$ cat src/gfd_pkg.sv
`timescale 1ns / 1ps
`default_nettype none
package gfd_pkg;

  localparam int unsigned SATS = 12;
  localparam int unsigned KEEP = 9;

  localparam logic [4:0] KIND_DROP  = 5'd0;
  localparam logic [4:0] KIND_MODE  = 5'd1;
  localparam logic [4:0] KIND_LAT   = 5'd2;
  localparam logic [4:0] KIND_LON   = 5'd3;
  localparam logic [4:0] KIND_ALT   = 5'd4;
  localparam logic [4:0] KIND_DIR   = 5'd5;
  localparam logic [4:0] KIND_CLIMB = 5'd6;
  localparam logic [4:0] KIND_SPEED = 5'd7;
  localparam logic [4:0] KIND_EHPE  = 5'd8;
  localparam logic [4:0] KIND_EVPE  = 5'd9;
  localparam logic [4:0] KIND_GEOID = 5'd10;
  localparam logic [4:0] KIND_PRN   = 5'd11;
  localparam logic [4:0] KIND_SNR   = 5'd12;
  localparam logic [4:0] KIND_YEAR  = 5'd13;
  localparam logic [4:0] KIND_MONTH = 5'd14;
  localparam logic [4:0] KIND_DAY   = 5'd15;
  localparam logic [4:0] KIND_HOUR  = 5'd16;
  localparam logic [4:0] KIND_MIN   = 5'd17;
  localparam logic [4:0] KIND_MASK  = 5'd18;
  localparam logic [4:0] KIND_XHDR  = 5'd19;
  localparam logic [4:0] KIND_XWORD = 5'd20;

  localparam logic [0:0] REG_GAP   = 1'b0;
  localparam logic [0:0] REG_GEOID = 1'b1;

  localparam logic [7:0] MODE_TWO   = 8'd2;
  localparam logic [7:0] MODE_THREE = 8'd3;
  localparam logic [7:0] MODE_FOUR  = 8'd4;

  localparam logic [1:0] TAG_PRN = 2'b01;
  localparam logic [1:0] TAG_SNR = 2'b10;

  localparam logic signed [31:0] LAT_LIM = 32'sd900000000;
  localparam logic signed [31:0] LON_LIM = 32'sd1800000000;

  typedef enum logic [0:0] {
    ST_IDLE,
    ST_RUN
  } back_state_t;

  typedef struct packed {
    logic [KEEP-1:0][47:0] frag;
    logic                  full;
    logic                  has8;
  } job_t;

endpackage
`default_nettype wire

$ cat src/gps_fragment_frame_decoder_unit.sv
// Channel  | Handshake             | Payload
// input    | in_valid / in_ready   | channel, word_high, word_low, rx_time
// output   | out_valid / out_ready | kind, index, value, last
// config   | cfg_valid / cfg_ready | cfg_index, cfg_data
//
// A fragment that does not close a frame is never held back.
// A closing fragment passes its frame to the result sequencer through a one-entry
// queue; the sequencer emits one result per cycle while out_ready does not hold it.
// A further closing fragment waits until the run ends. Reset is synchronous;
// output back-pressure holds the sequencer and, through it, such a closing fragment.
`timescale 1ns / 1ps
`default_nettype none
module gps_fragment_frame_decoder_unit import gfd_pkg::*; #(
  parameter int unsigned SLOTS = 16
) (
  input  wire logic               clk,
  input  wire logic               rst,
  input  wire logic               in_valid,
  output logic                    in_ready,
  input  wire logic [3:0]         channel,
  input  wire logic [31:0]        word_high,
  input  wire logic [15:0]        word_low,
  input  wire logic [31:0]        rx_time,
  output logic                    out_valid,
  input  wire logic               out_ready,
  output logic [4:0]              kind,
  output logic [1:0]              index,
  output logic signed [48:0]      value,
  output logic                    last,
  input  wire logic               cfg_valid,
  output logic                    cfg_ready,
  input  wire logic [0:0]         cfg_index,
  input  wire logic [15:0]        cfg_data
);

  logic [15:0]        gap_limit_ms;
  logic signed [15:0] default_geoid_cm;
  job_t               job;
  logic               job_valid;
  logic               job_pop;

  assign cfg_ready = 1'b1;

  always_ff @(posedge clk) begin
    if (rst) begin
      gap_limit_ms     <= 16'd1260;
      default_geoid_cm <= '0;
    end else if (cfg_valid) begin
      unique case (cfg_index)
        REG_GAP:   gap_limit_ms     <= cfg_data;
        REG_GEOID: default_geoid_cm <= cfg_data;
        default:   gap_limit_ms     <= gap_limit_ms;
      endcase
    end
  end

  gfd_front #(
    .SLOTS(SLOTS)
  ) u_front (
    .clk          (clk),
    .rst          (rst),
    .in_valid     (in_valid),
    .in_ready     (in_ready),
    .channel      (channel),
    .word_high    (word_high),
    .word_low     (word_low),
    .rx_time      (rx_time),
    .gap_limit_ms (gap_limit_ms),
    .job          (job),
    .job_valid    (job_valid),
    .job_pop      (job_pop)
  );

  gfd_back u_back (
    .clk              (clk),
    .rst              (rst),
    .job              (job),
    .job_valid        (job_valid),
    .job_pop          (job_pop),
    .default_geoid_cm (default_geoid_cm),
    .out_valid        (out_valid),
    .out_ready        (out_ready),
    .kind             (kind),
    .index            (index),
    .value            (value),
    .last             (last)
  );

endmodule
`default_nettype wire

$ cat src/gfd_front.sv
`timescale 1ns / 1ps
`default_nettype none
module gfd_front import gfd_pkg::*; #(
  parameter int unsigned SLOTS = 16
) (
  input  wire logic        clk,
  input  wire logic        rst,
  input  wire logic        in_valid,
  output logic             in_ready,
  input  wire logic [3:0]  channel,
  input  wire logic [31:0] word_high,
  input  wire logic [15:0] word_low,
  input  wire logic [31:0] rx_time,
  input  wire logic [15:0] gap_limit_ms,
  output job_t             job,
  output logic             job_valid,
  input  wire logic        job_pop
);

  logic [SLOTS-1:0] mask;
  logic [15:0]      mask_w;
  logic [3:0]       prev;
  logic [31:0]      last_t;
  logic [47:0]      frag [KEEP];
  logic [31:0]      elapsed;
  logic [35:0]      gap_x10;
  logic             flush;
  logic             in_range;
  logic             accept;
  logic [SLOTS-1:0] mask_set;

  always_comb begin
    mask_w = '0;
    mask_w[SLOTS-1:0] = mask;
    elapsed = rx_time - last_t;
    gap_x10 = {1'b0, elapsed, 3'b000} + {3'b000, elapsed, 1'b0};
    flush = (channel < prev) || mask_w[channel] || (gap_x10 > {20'd0, gap_limit_ms});
    in_range = {1'b0, channel} < 5'(SLOTS);
    mask_set = in_range ? SLOTS'(16'd1 << channel) : '0;
  end

  assign in_ready = !job_valid || !flush;
  assign accept   = in_valid && in_ready;

  always_ff @(posedge clk) begin
    if (rst) begin
      mask      <= '0;
      prev      <= '0;
      last_t    <= '0;
      job_valid <= 1'b0;
    end else begin
      if (job_pop) begin
        job_valid <= 1'b0;
      end
      if (accept) begin
        if (flush) begin
          job_valid <= 1'b1;
        end
        mask   <= (flush ? '0 : mask) | mask_set;
        prev   <= channel;
        last_t <= rx_time;
      end
    end
  end

  always_ff @(posedge clk) begin
    if (accept && ({1'b0, channel} < 5'(KEEP))) begin
      frag[channel] <= {word_high, word_low};
    end
    if (accept && flush) begin
      for (int k = 0; k < KEEP; k++) begin
        job.frag[k] <= mask_w[k] ? frag[k] : 48'd0;
      end
      job.full <= &mask_w[7:0];
      job.has8 <= mask_w[8];
    end
  end

endmodule
`default_nettype wire

$ cat src/gfd_back.sv
`timescale 1ns / 1ps
`default_nettype none
module gfd_back import gfd_pkg::*; (
  input  wire logic               clk,
  input  wire logic               rst,
  input  wire job_t               job,
  input  wire logic               job_valid,
  output logic                    job_pop,
  input  wire logic signed [15:0] default_geoid_cm,
  output logic                    out_valid,
  input  wire logic               out_ready,
  output logic [4:0]              kind,
  output logic [1:0]              index,
  output logic signed [48:0]      value,
  output logic                    last
);

  back_state_t       state, state_next;
  logic [4:0]        kind_r, kind_next;
  logic [1:0]        idx_r, idx_next;
  logic              is_last;
  logic              emit;
  logic              load;
  logic [5:0]        prn [SATS];
  logic [5:0]        snr [SATS];
  logic [7:0]        mode_raw;
  logic [7:0]        mode;
  logic              m2;
  logic              m4;
  logic signed [16:0] geoid;
  logic signed [31:0] lat_raw, lon_raw, alt_raw;
  logic signed [31:0] lat_c, lon_c;
  logic signed [32:0] alt;
  logic [15:0]       dir_raw, climb_raw, speed_raw;
  logic [31:0]       date;
  logic [35:0]       grp;
  logic [47:0]       xw;
  logic [48:0]       val_next;

  function automatic logic [31:0] hi(input job_t j, input int k);
    return j.frag[k][47:16];
  endfunction

  function automatic logic [15:0] lo(input job_t j, input int k);
    return j.frag[k][15:0];
  endfunction

  always_comb begin
    mode_raw = job.frag[0][31:24];
    mode = (mode_raw == MODE_THREE || mode_raw == MODE_FOUR) ? mode_raw : MODE_TWO;
    m2 = (mode == MODE_TWO);
    m4 = (mode == MODE_FOUR);
    if (m2) begin
      geoid = 17'(signed'(job.frag[5][47:32]))
              + ((job.frag[5][47] && (job.frag[5][31:16] != 16'd0)) ? 17'sd1 : 17'sd0);
    end else begin
      geoid = 17'(default_geoid_cm);
    end
    lat_raw   = m2 ? hi(job, 2) : hi(job, 1);
    lon_raw   = m2 ? hi(job, 3) : hi(job, 2);
    alt_raw   = m2 ? hi(job, 4) : hi(job, 3);
    dir_raw   = m2 ? lo(job, 3) : lo(job, 1);
    climb_raw = m2 ? lo(job, 4) : lo(job, 2);
    speed_raw = m2 ? lo(job, 2) : lo(job, 0);
    lat_c = (lat_raw > LAT_LIM) ? LAT_LIM : ((lat_raw < -LAT_LIM) ? -LAT_LIM : lat_raw);
    lon_c = (lon_raw > LON_LIM) ? LON_LIM : ((lon_raw < -LON_LIM) ? -LON_LIM : lon_raw);
    alt = 33'(alt_raw) + 33'(geoid);
    date = hi(job, 8);
    grp = '0;
    for (int k = 0; k < 6; k++) begin
      grp[6*k +: 6] = (kind_r == KIND_PRN) ? prn[6*idx_r[0] + k] : snr[6*idx_r[0] + k];
    end
    xw = job.frag[4 + idx_r];
  end

  always_comb begin
    val_next = '0;
    unique case (kind_r)
      KIND_DROP:  val_next = '0;
      KIND_MODE:  val_next = {41'd0, mode};
      KIND_LAT:   val_next = 49'(lat_c);
      KIND_LON:   val_next = 49'(lon_c);
      KIND_ALT:   val_next = 49'(alt);
      KIND_DIR:   val_next = 49'(signed'(dir_raw));
      KIND_CLIMB: val_next = 49'(signed'(climb_raw));
      KIND_SPEED: val_next = 49'(signed'(speed_raw));
      KIND_EHPE:  val_next = {33'd0, job.frag[5][31:16]};
      KIND_EVPE:  val_next = 49'(signed'(lo(job, 5)));
      KIND_GEOID: val_next = 49'(geoid);
      KIND_PRN, KIND_SNR: val_next = {13'd0, grp};
      KIND_YEAR:  val_next = {37'd0, date[31:20]};
      KIND_MONTH: val_next = {45'd0, date[19:16]};
      KIND_DAY:   val_next = {44'd0, date[15:11]};
      KIND_HOUR:  val_next = {44'd0, date[10:6]};
      KIND_MIN:   val_next = {43'd0, date[5:0]};
      KIND_MASK:  val_next = {41'd0, job.frag[8][15:8]};
      KIND_XHDR:  val_next = {33'd0, lo(job, 3)};
      KIND_XWORD: val_next = {1'b0, xw};
      default:    val_next = '0;
    endcase
  end

  always_comb begin
    kind_next = kind_r;
    idx_next  = 2'd0;
    is_last   = 1'b0;
    case (kind_r) inside
      KIND_DROP: is_last = 1'b1;
      [KIND_MODE:KIND_CLIMB], KIND_EHPE, [KIND_YEAR:KIND_HOUR]: kind_next = kind_r + 5'd1;
      KIND_SPEED: kind_next = m2 ? KIND_EHPE : KIND_GEOID;
      KIND_EVPE:  kind_next = KIND_GEOID;
      KIND_GEOID: kind_next = KIND_PRN;
      KIND_PRN: begin
        kind_next = (idx_r == 2'd0) ? KIND_PRN : KIND_SNR;
        idx_next  = (idx_r == 2'd0) ? 2'd1 : 2'd0;
      end
      KIND_SNR: begin
        kind_next = (idx_r == 2'd0) ? KIND_SNR : KIND_YEAR;
        idx_next  = (idx_r == 2'd0) ? 2'd1 : 2'd0;
      end
      KIND_MIN: begin
        if (job.has8) begin
          kind_next = KIND_MASK;
        end else if (m4) begin
          kind_next = KIND_XHDR;
        end else begin
          is_last = 1'b1;
        end
      end
      KIND_MASK: begin
        kind_next = KIND_XHDR;
        is_last   = !m4;
      end
      KIND_XHDR: begin
        kind_next = KIND_XWORD;
        is_last   = (lo(job, 3) == 16'd0);
      end
      KIND_XWORD: begin
        idx_next = idx_r + 2'd1;
        is_last  = (idx_r == 2'd3);
      end
      default: is_last = 1'b1;
    endcase
  end

  always_comb begin
    state_next = state;
    load       = 1'b0;
    emit       = 1'b0;
    job_pop    = 1'b0;
    unique case (state)
      ST_IDLE: begin
        if (job_valid) begin
          load       = 1'b1;
          state_next = ST_RUN;
        end
      end
      ST_RUN: begin
        if (!out_valid || out_ready) begin
          emit = 1'b1;
          if (is_last) begin
            job_pop    = 1'b1;
            state_next = ST_IDLE;
          end
        end
      end
      default: state_next = ST_IDLE;
    endcase
  end

  always_ff @(posedge clk) begin
    if (rst) begin
      state     <= ST_IDLE;
      out_valid <= 1'b0;
      for (int s = 0; s < SATS; s++) begin
        prn[s] <= '0;
        snr[s] <= '0;
      end
    end else begin
      state <= state_next;
      if (emit) begin
        out_valid <= 1'b1;
      end else if (out_ready) begin
        out_valid <= 1'b0;
      end
      if (load && job.full) begin
        if (m2) begin
          for (int g = 0; g < 2; g++) begin
            if (job.frag[6 + g][47:46] == TAG_PRN) begin
              prn[6*g+0] <= job.frag[6 + g][45:40];
              prn[6*g+1] <= job.frag[6 + g][37:32];
              prn[6*g+2] <= job.frag[6 + g][29:24];
              prn[6*g+3] <= job.frag[6 + g][21:16];
              prn[6*g+4] <= job.frag[6 + g][13:8];
              prn[6*g+5] <= job.frag[6 + g][5:0];
            end
            if (job.frag[6 + g][47:46] == TAG_SNR) begin
              snr[6*g+0] <= job.frag[6 + g][45:40];
              snr[6*g+1] <= job.frag[6 + g][37:32];
              snr[6*g+2] <= job.frag[6 + g][29:24];
              snr[6*g+3] <= job.frag[6 + g][21:16];
              snr[6*g+4] <= job.frag[6 + g][13:8];
              snr[6*g+5] <= job.frag[6 + g][5:0];
            end
          end
        end else begin
          for (int s = 0; s < SATS; s++) begin
            prn[s] <= '0;
            snr[s] <= '0;
          end
        end
      end
    end
  end

  always_ff @(posedge clk) begin
    if (load) begin
      kind_r <= job.full ? KIND_MODE : KIND_DROP;
      idx_r  <= 2'd0;
    end else if (emit) begin
      kind_r <= kind_next;
      idx_r  <= idx_next;
    end
    if (emit) begin
      kind  <= kind_r;
      index <= idx_r;
      value <= val_next;
      last  <= is_last;
    end
  end

endmodule
`default_nettype wire

$ cat config.mk
export PLATFORM = sky130hd
export DESIGN_NAME = gps_fragment_frame_decoder_unit
export DESIGN_NICKNAME = d
export VERILOG_FILES = /design/src/gfd_pkg.sv /design/src/gps_fragment_frame_decoder_unit.sv /design/src/gfd_front.sv /design/src/gfd_back.sv
export SDC_FILE = /design/constraint.sdc
export NUM_CORES = 2
export LEC_CHECK = 0
export ABC_AREA = 1
export BUFFER_PORTS_ARGS = -buffer_cell sky130_fd_sc_hd__buf_2
export CELL_PAD_IN_SITES_DETAIL_PLACEMENT = 0
export CELL_PAD_IN_SITES_GLOBAL_PLACEMENT = 1
export CORE_MARGIN = 5
export CORE_UTILIZATION = 45
export CTS_CLUSTER_DIAMETER = 60
export DETAILED_ROUTE_END_ITERATION = 8
export PLACE_DENSITY_LB_ADDON = 0.1
export SYNTH_ARGS = -nofsm -noshare
export SYNTH_HDL_FRONTEND = slang
export SYNTH_SLANG_ARGS = --single-unit
$ cat constraint.sdc
create_clock -name clk -period 19.1 [get_ports clk]
set_input_delay 1.91 -clock clk [delete_from_list [all_inputs] [get_ports clk]]
set_output_delay 1.91 -clock clk [all_outputs]
set_load 0.01 [all_outputs]
Word level (Yosys, flattened, before mapping):

Memories as Yosys holds them, arrays and structs flattened. A register that Yosys moved wholly into a read port is not among the register bits.
Cells that the tools add are included.

* multipliers: 1
* bitwise operators: 51
* eq/ne operators: 31
* multiplexer cells: 159
* add/subtract/negate cells: 12
* reduce and logical (&&, ||, !) cells: 38
* shift operators: 1
* magnitude comparators: 13

Operator list (number)
* $pmux 49 s19: 1
* $mux 6: 54
* $mux 32: 7
* $bmux 48 s4: 1
* $mux 5: 14
* $mux 16: 4
* $mux 1: 60
* $mux 48: 1
* $or 1x1->1: 48
* $eq 5x4->1 const B: 8
* $add 35x33->36: 1
* $gt 36x16->1: 1
* $add 32x17->33: 1
* $gt 32x31->1 const B: 1
* $gt 32x32->1 const B: 1
* $lt 32x31->1 const B: 1
* $lt 32x32->1 const B: 1
* $lt 32x5->1 const B: 1
* $sub 32x32->32: 1
* $eq 5x5->1 const B: 5
* $mux 2: 12
* $eq 5x3->1 const B: 4
* $add 16x2->17: 1
* $mux 17: 1
* 43 further kinds: 76

* memories: 3
* output and inout port bits: 60
* register bits: 153
* logic and storage cells: 325
* bits in writable memories: 576

Memory list
* u_front.frag: words 9, width 48, rd ports 9, clocked after Yosys merged registers in 9, wr ports 1, line gfd_front.sv:24 `logic [47:0] frag [KEEP];`
* u_back.prn: words 12, width 6, rd ports 6, clocked after Yosys merged registers in 0, wr ports 12, line gfd_back.sv:24 `logic [5:0] prn [SATS];`
* u_back.snr: words 12, width 6, rd ports 6, clocked after Yosys merged registers in 0, wr ports 12, line gfd_back.sv:25 `logic [5:0] snr [SATS];`

Logic depth before layout (Yosys ltp):

* depth after elaboration: 20
* gate-level depth with buffers: 39

Modules after synthesis:

Synthesis repeated with hierarchy kept, for this count alone.

* cells, all modules: 5752
* area, all modules: 55248.0 µm²

By module, submodules not included
* gfd_front: area each 36417.4 µm², times used 1, cells each 2982
* gfd_back: area each 17510.5 µm², times used 1, cells each 2603
* gps_fragment_frame_decoder_unit: area each 1320.0 µm², times used 1, cells each 167

Worst setup path after synthesis:

OpenSTA, ideal clock, no wires.

* path type: input to register
* start: in rx_time[0]
* end: reg, netlist name u_front.job[0]
* setup slack: 5.079 ns
* library setup time: 0.752 ns
* arrival: 13.269 ns
* stages on the path: 36
* cells stage by stage: inv_1 > ha_1 > fa_1 > inv_1 > nand2_1 > nand2_1 > and2_1 > xor2_1 > ha_1 > nand2_1 > inv_1 > nand2_1 > nand2_1 > nand2_1 > o211ai_1 > nand2_1 > nand2_1 > xor2_1 > ha_1 > nand2_1 > nor2_1 > nand2_1 > nand2_1 > nand2_1 > nand2_1 > nand2_1 > nand4_1 > nor3_1 > nand4_1 > nor2_1 > nand3_1 > nor2_1 > nand3_2 > nand3_2 > buf_4 > inv_1

* cells in the longest elaborated chain, start to end: 8

RTL lines
* start: declaration: line gps_fragment_frame_decoder_unit.sv:23 `input wire logic [31:0] rx_time,`
* $sub 32x32->32 *: line gfd_front.sv:35 `elapsed = rx_time - last_t;`
* $add 35x33->36 *: line gfd_front.sv:36 `gap_x10 = {1'b0, elapsed, 3'b000} + {3'b000, elapsed, 1'b0};`
* $gt 36x16->1 *: line gfd_front.sv:37 `flush = (channel < prev) || mask_w[channel] || (gap_x10 > {20'd0, gap_limit_ms});`
* $logic_or 1x1->1 *: line gfd_front.sv:37
* $logic_not 1->1: line gfd_front.sv:42 `assign in_ready = !job_valid || !flush;`
* $logic_or 1x1->1: line gfd_front.sv:42
* $logic_and 1x1->1: line gfd_front.sv:43 `assign accept = in_valid && in_ready;`
* $logic_and 1x1->1 *: line gfd_front.sv:70 `if (accept && flush) begin`

Every way passes the cells marked *; elsewhere a longest branch is shown, timed or not.
A chain may end at the register's enable or synchronous reset.

Worst setup path in the final report:

* start: in rx_time[0]
* end: out in_ready

* cells in the longest elaborated chain, start to end: 6

RTL lines
* $sub 32x32->32: line gfd_front.sv:35
* $add 35x33->36: line gfd_front.sv:36
* $gt 36x16->1: line gfd_front.sv:37
* $logic_or 1x1->1: line gfd_front.sv:37
* $logic_not 1->1: line gfd_front.sv:42
* $logic_or 1x1->1: line gfd_front.sv:42
* end: declaration: line gps_fragment_frame_decoder_unit.sv:19 `output logic in_ready,`

No other way between the ends.

==> reports/qor.yml <==
placement:
  gp_congestion: 0.927
  io_buffers: 164
  hpwl_mm: 127
route:
  vias_per_cell: 5.47
  ant_nets: 0
  drt-pass1-iter-count: 6
  drc: 0
  wire_per_inst_um: 25.6
  wl_mm: 181
  vias: 38800
  drtIter0Drc: 4704
pwr:
  peakVddDrop_mv: 0.0845
  p_per_area_nw_per_um2: 114
  p_leak_uw: 0.0256
  power_uw: 6650
clock_tree:
  cts.sinks: 1097
  htreeDepth: 3
  cts_tree: "yes"
  postCtsHoldBufs: 0
  cts-buffers-inserted: 118
  insertion_delay_ns: 0.74
  cts_buffer_depth: 3
  path_clk_slew_ns: 0.07
  cts_resized: 0
  cts_setup_buffers: 0
  cts_root_buf: "clkbuf_16"
sta:
  maxSlewHeadroom: 0.0945
  min_period_over_period: 0.447
  worst_pin_slew_ns: 1.35
  clock_skew_ns: 0.0477
  fin_crit_ns: 8.54
  tns_ns: 0
  rsz0062_at_grt: "no"
  hold_viol: 0
  fmax_ghz: 0.117
  drv_slew: 0
  setup_viol: 0
global_routing:
  first_global_vias: 36500
  grt_max_degree: 130
  grt_overflow: 0
  grt_pass1_wl_mm: 259
  grt_antenna_before_repair: 24
  track_usage: 0.293
setup_path:
  r2r_start: "u_front.last_t[2]"
  cp_top_family: "simple AND/OR/NAND/NOR gates"
  r2r-end: "u_front.job[184]"
  reg2reg_slack_ns: 11.65
  cp.arrival_ns: 6.63
  path_max_fanout: 18
  worst_path_most_repeated_cell: "nand2_1"
  critical_path.endpoint_type: "output pin"
  cp_slowest_stage_delay_ns: 0.43
  cp_data_required_time_ns: 17.19
  worstRegToRegCells: 29
  cp_slowest_cell: "fa_1"
  critPathLaunchType: "input port"
  path_class: "input port to output pin"
  cp.buffers_inverters: 5
yosys:
  postSynthCellCount: 5327
  synth_warnings: 0
  synth_edf_count: 1008
  synth_common_cells: "nand2_1 (1290), edfxtp_1 (1008), inv_1 (811)"
  synthTopCellsByArea: "edfxtp_1 (59%), nand2_1 (9.4%), inv_1 (5.9%), nor2_1 (3.9%), dfxtp_1 (3.4%)"
  synth_flop_cell: "edfxtp_1"
  synth_most_common_cell: "nand2_1"
  synth-seq-area-share: 0.620
  syn_area_um2: 51700
  yosysUniqueCellTypes: 70
  synth.net_count: 5558
  syn_avg_cell_area_um2: 9.71
  ys_async_sr_fraction: 0
  ys_ff_latch: 1097
  yosysTopAreaCell: "edfxtp_1"
  yosysTopAreaCellShare: 0.585
finish:
  drive_gt1_frac: 0.0891
  fin_nets: 5712
  area_growth_pct: 12.2
hold_path:
  holdPathStages: 2
  hp-class: "flip-flop to flip-flop"
  min_from: "u_front.frag[0][6]"
  hold_end: "u_front.job[8]"
floorplan:
  initial_core_util: 0.453
  die_x_um: 349
  core_um2: 114000
  core.rowCount: 124
  io_pins: 166
  die_h_um: 349
  die_area_um2: 122000
flow_run:
  cap_violations: 0
outcome:
  outcome: "finished, final reports clean"
-- metal layers --
metal / global-route usage / vias up / wire length (um)
li1: - / 18100 / -
met1: 0.418 / 18600 / 76500
met2: 0.457 / 1742 / 81500
met3: 0.0464 / 304 / 16200
met4: 0.108 / 2 / 7270
met5: 0 / - / 7
-- kinds of logic after synthesis --
kind of cell | after synthesis | share of synthesized area
compound gates | 854 | 0.0931
xor+xnor | 47 | 0.00796
fa+ha+maj | 125 | 0.0307
buf+inv | 1025 | 0.0759
flops | 1097 | 0.620
mux | 5 | 0.000968
other cells | 1 | 0.0000725
simple gates | 2173 | 0.172
-- placed cells by master, fill, tap and decap left out, types with 7 or more instances in the layout --
master | synthesis | layout
nor2_2 | 6 | 7
inv_1 | 811 | 798
o21ai_1 | 38 | 39
ha_1 | 122 | 122
clkbuf_1 | 165 | 22
nor3_1 | 57 | 55
o22ai_1 | 21 | 21
dfxtp_1 | 89 | 79
nand3_1 | 127 | 126
edfxtp_1 | 1008 | 1008
a211oi_1 | 13 | 13
nor4_1 | 26 | 26
xor2_1 | 36 | 36
o21a_1 | 12 | 12
xnor2_1 | 11 | 11
a221oi_1 | 16 | 16
o21ai_0 | 346 | 344
dfxtp_2 | 0 | 9
clkbuf_16 | 0 | 120
buf_2 | 9 | 164
clkinv_2 | 0 | 25
o2111ai_1 | 17 | 17
or2_2 | 12 | 12
bufinv_16 | 0 | 8
o31ai_1 | 7 | 7
nand4_1 | 70 | 70
o211ai_1 | 25 | 25
inv_2 | 3 | 12
nand2_2 | 18 | 19
nand2_1 | 1290 | 1288
nand3b_1 | 9 | 9
a31oi_1 | 15 | 15
a22o_1 | 7 | 7
buf_4 | 5 | 70
clkbuf_8 | 0 | 7
a21oi_1 | 279 | 279
nor2_1 | 536 | 535
clkinv_1 | 9 | 32
-- flip-flops by register name, summed over array words and instances, names as in the netlist --
register	count
u_front.job_valid	1
default_geoid_cm	16
u_back.kind_r	5
u_front.job	402
u_back.index	2
u_front.last_t	32
u_back.idx_r	2
gap_limit_ms	16
u_back.state	1
u_back.prn	72
u_back.last	1
u_back.kind	5
u_front.prev	4
u_back.out_valid	1
u_back.value	49
u_front.mask	16
u_front.frag	400
u_back.snr	72
-- per-stage QoR --
step                      hold slack (ns)  instance area (um2)  worst slack [ns]   util  instances
after detailed placement            0.460                54200              9.81  0.475       6873
after CTS                           0.469                58100             10.54  0.508       7090
after floorplan                     0.406                51700              5.08      -       5327
final                               0.467                58100             10.56  0.509       7092
after global routing                0.482                58100              9.98  0.508       7091
after global placement              0.457                54200              9.81  0.475       6873
-- area by class of cell --
| cell class | count | area, um2 |
|---|---|---|
| Fill cell | 10700 | 56100 |
| Clock inverter | 68 | 637 |
| Clock buffer | 149 | 3180 |
| Inverter | 824 | 3110 |
| Timing Repair Buffer | 235 | 1370 |
| Sequential cell | 1097 | 32100 |
| Multi-Input combinational cell | 3205 | 15800 |
| Tap cell | 1512 | 1890 |
| Antenna cell | 2 | 5.00 |
-- worst reg2reg max path: cells and delay by family (launching register included) --
kind | cells | cell delay, ns
buffers and inverters | 4 | 2.60
and+or+nand+nor | 15 | 1.53
AOI/OAI and AO/OA | 5 | 1.08
adders and majority gates | 3 | 1.02
xor gates and xnor gates | 2 | 0.41
DFF | 1 | 0.32
-- report_power, final --
part / total [uW] / switching, uW / internal (uW)
clock: 2270 / 986 / 1290
combinational: 1500 / 1080 / 418
sequential: 2870 / 73.2 / 2800
-- worst max-delay path by stage --
stage                     startpoint               end  slack (ns)  depth (start not counted)
after global placement    rx_time[0]  u_front.job[139]        9.81                         38
after CTS                 rx_time[0]          in_ready       10.54                         36
after global routing      rx_time[0]  u_front.job[328]        9.98                         38
final                     rx_time[0]          in_ready       10.56                         36
after floorplan           rx_time[0]    u_front.job[0]        5.08                         36
after detailed placement  rx_time[0]  u_front.job[143]        9.81                         38
Note: power is estimated with default switching activity, not from simulation.
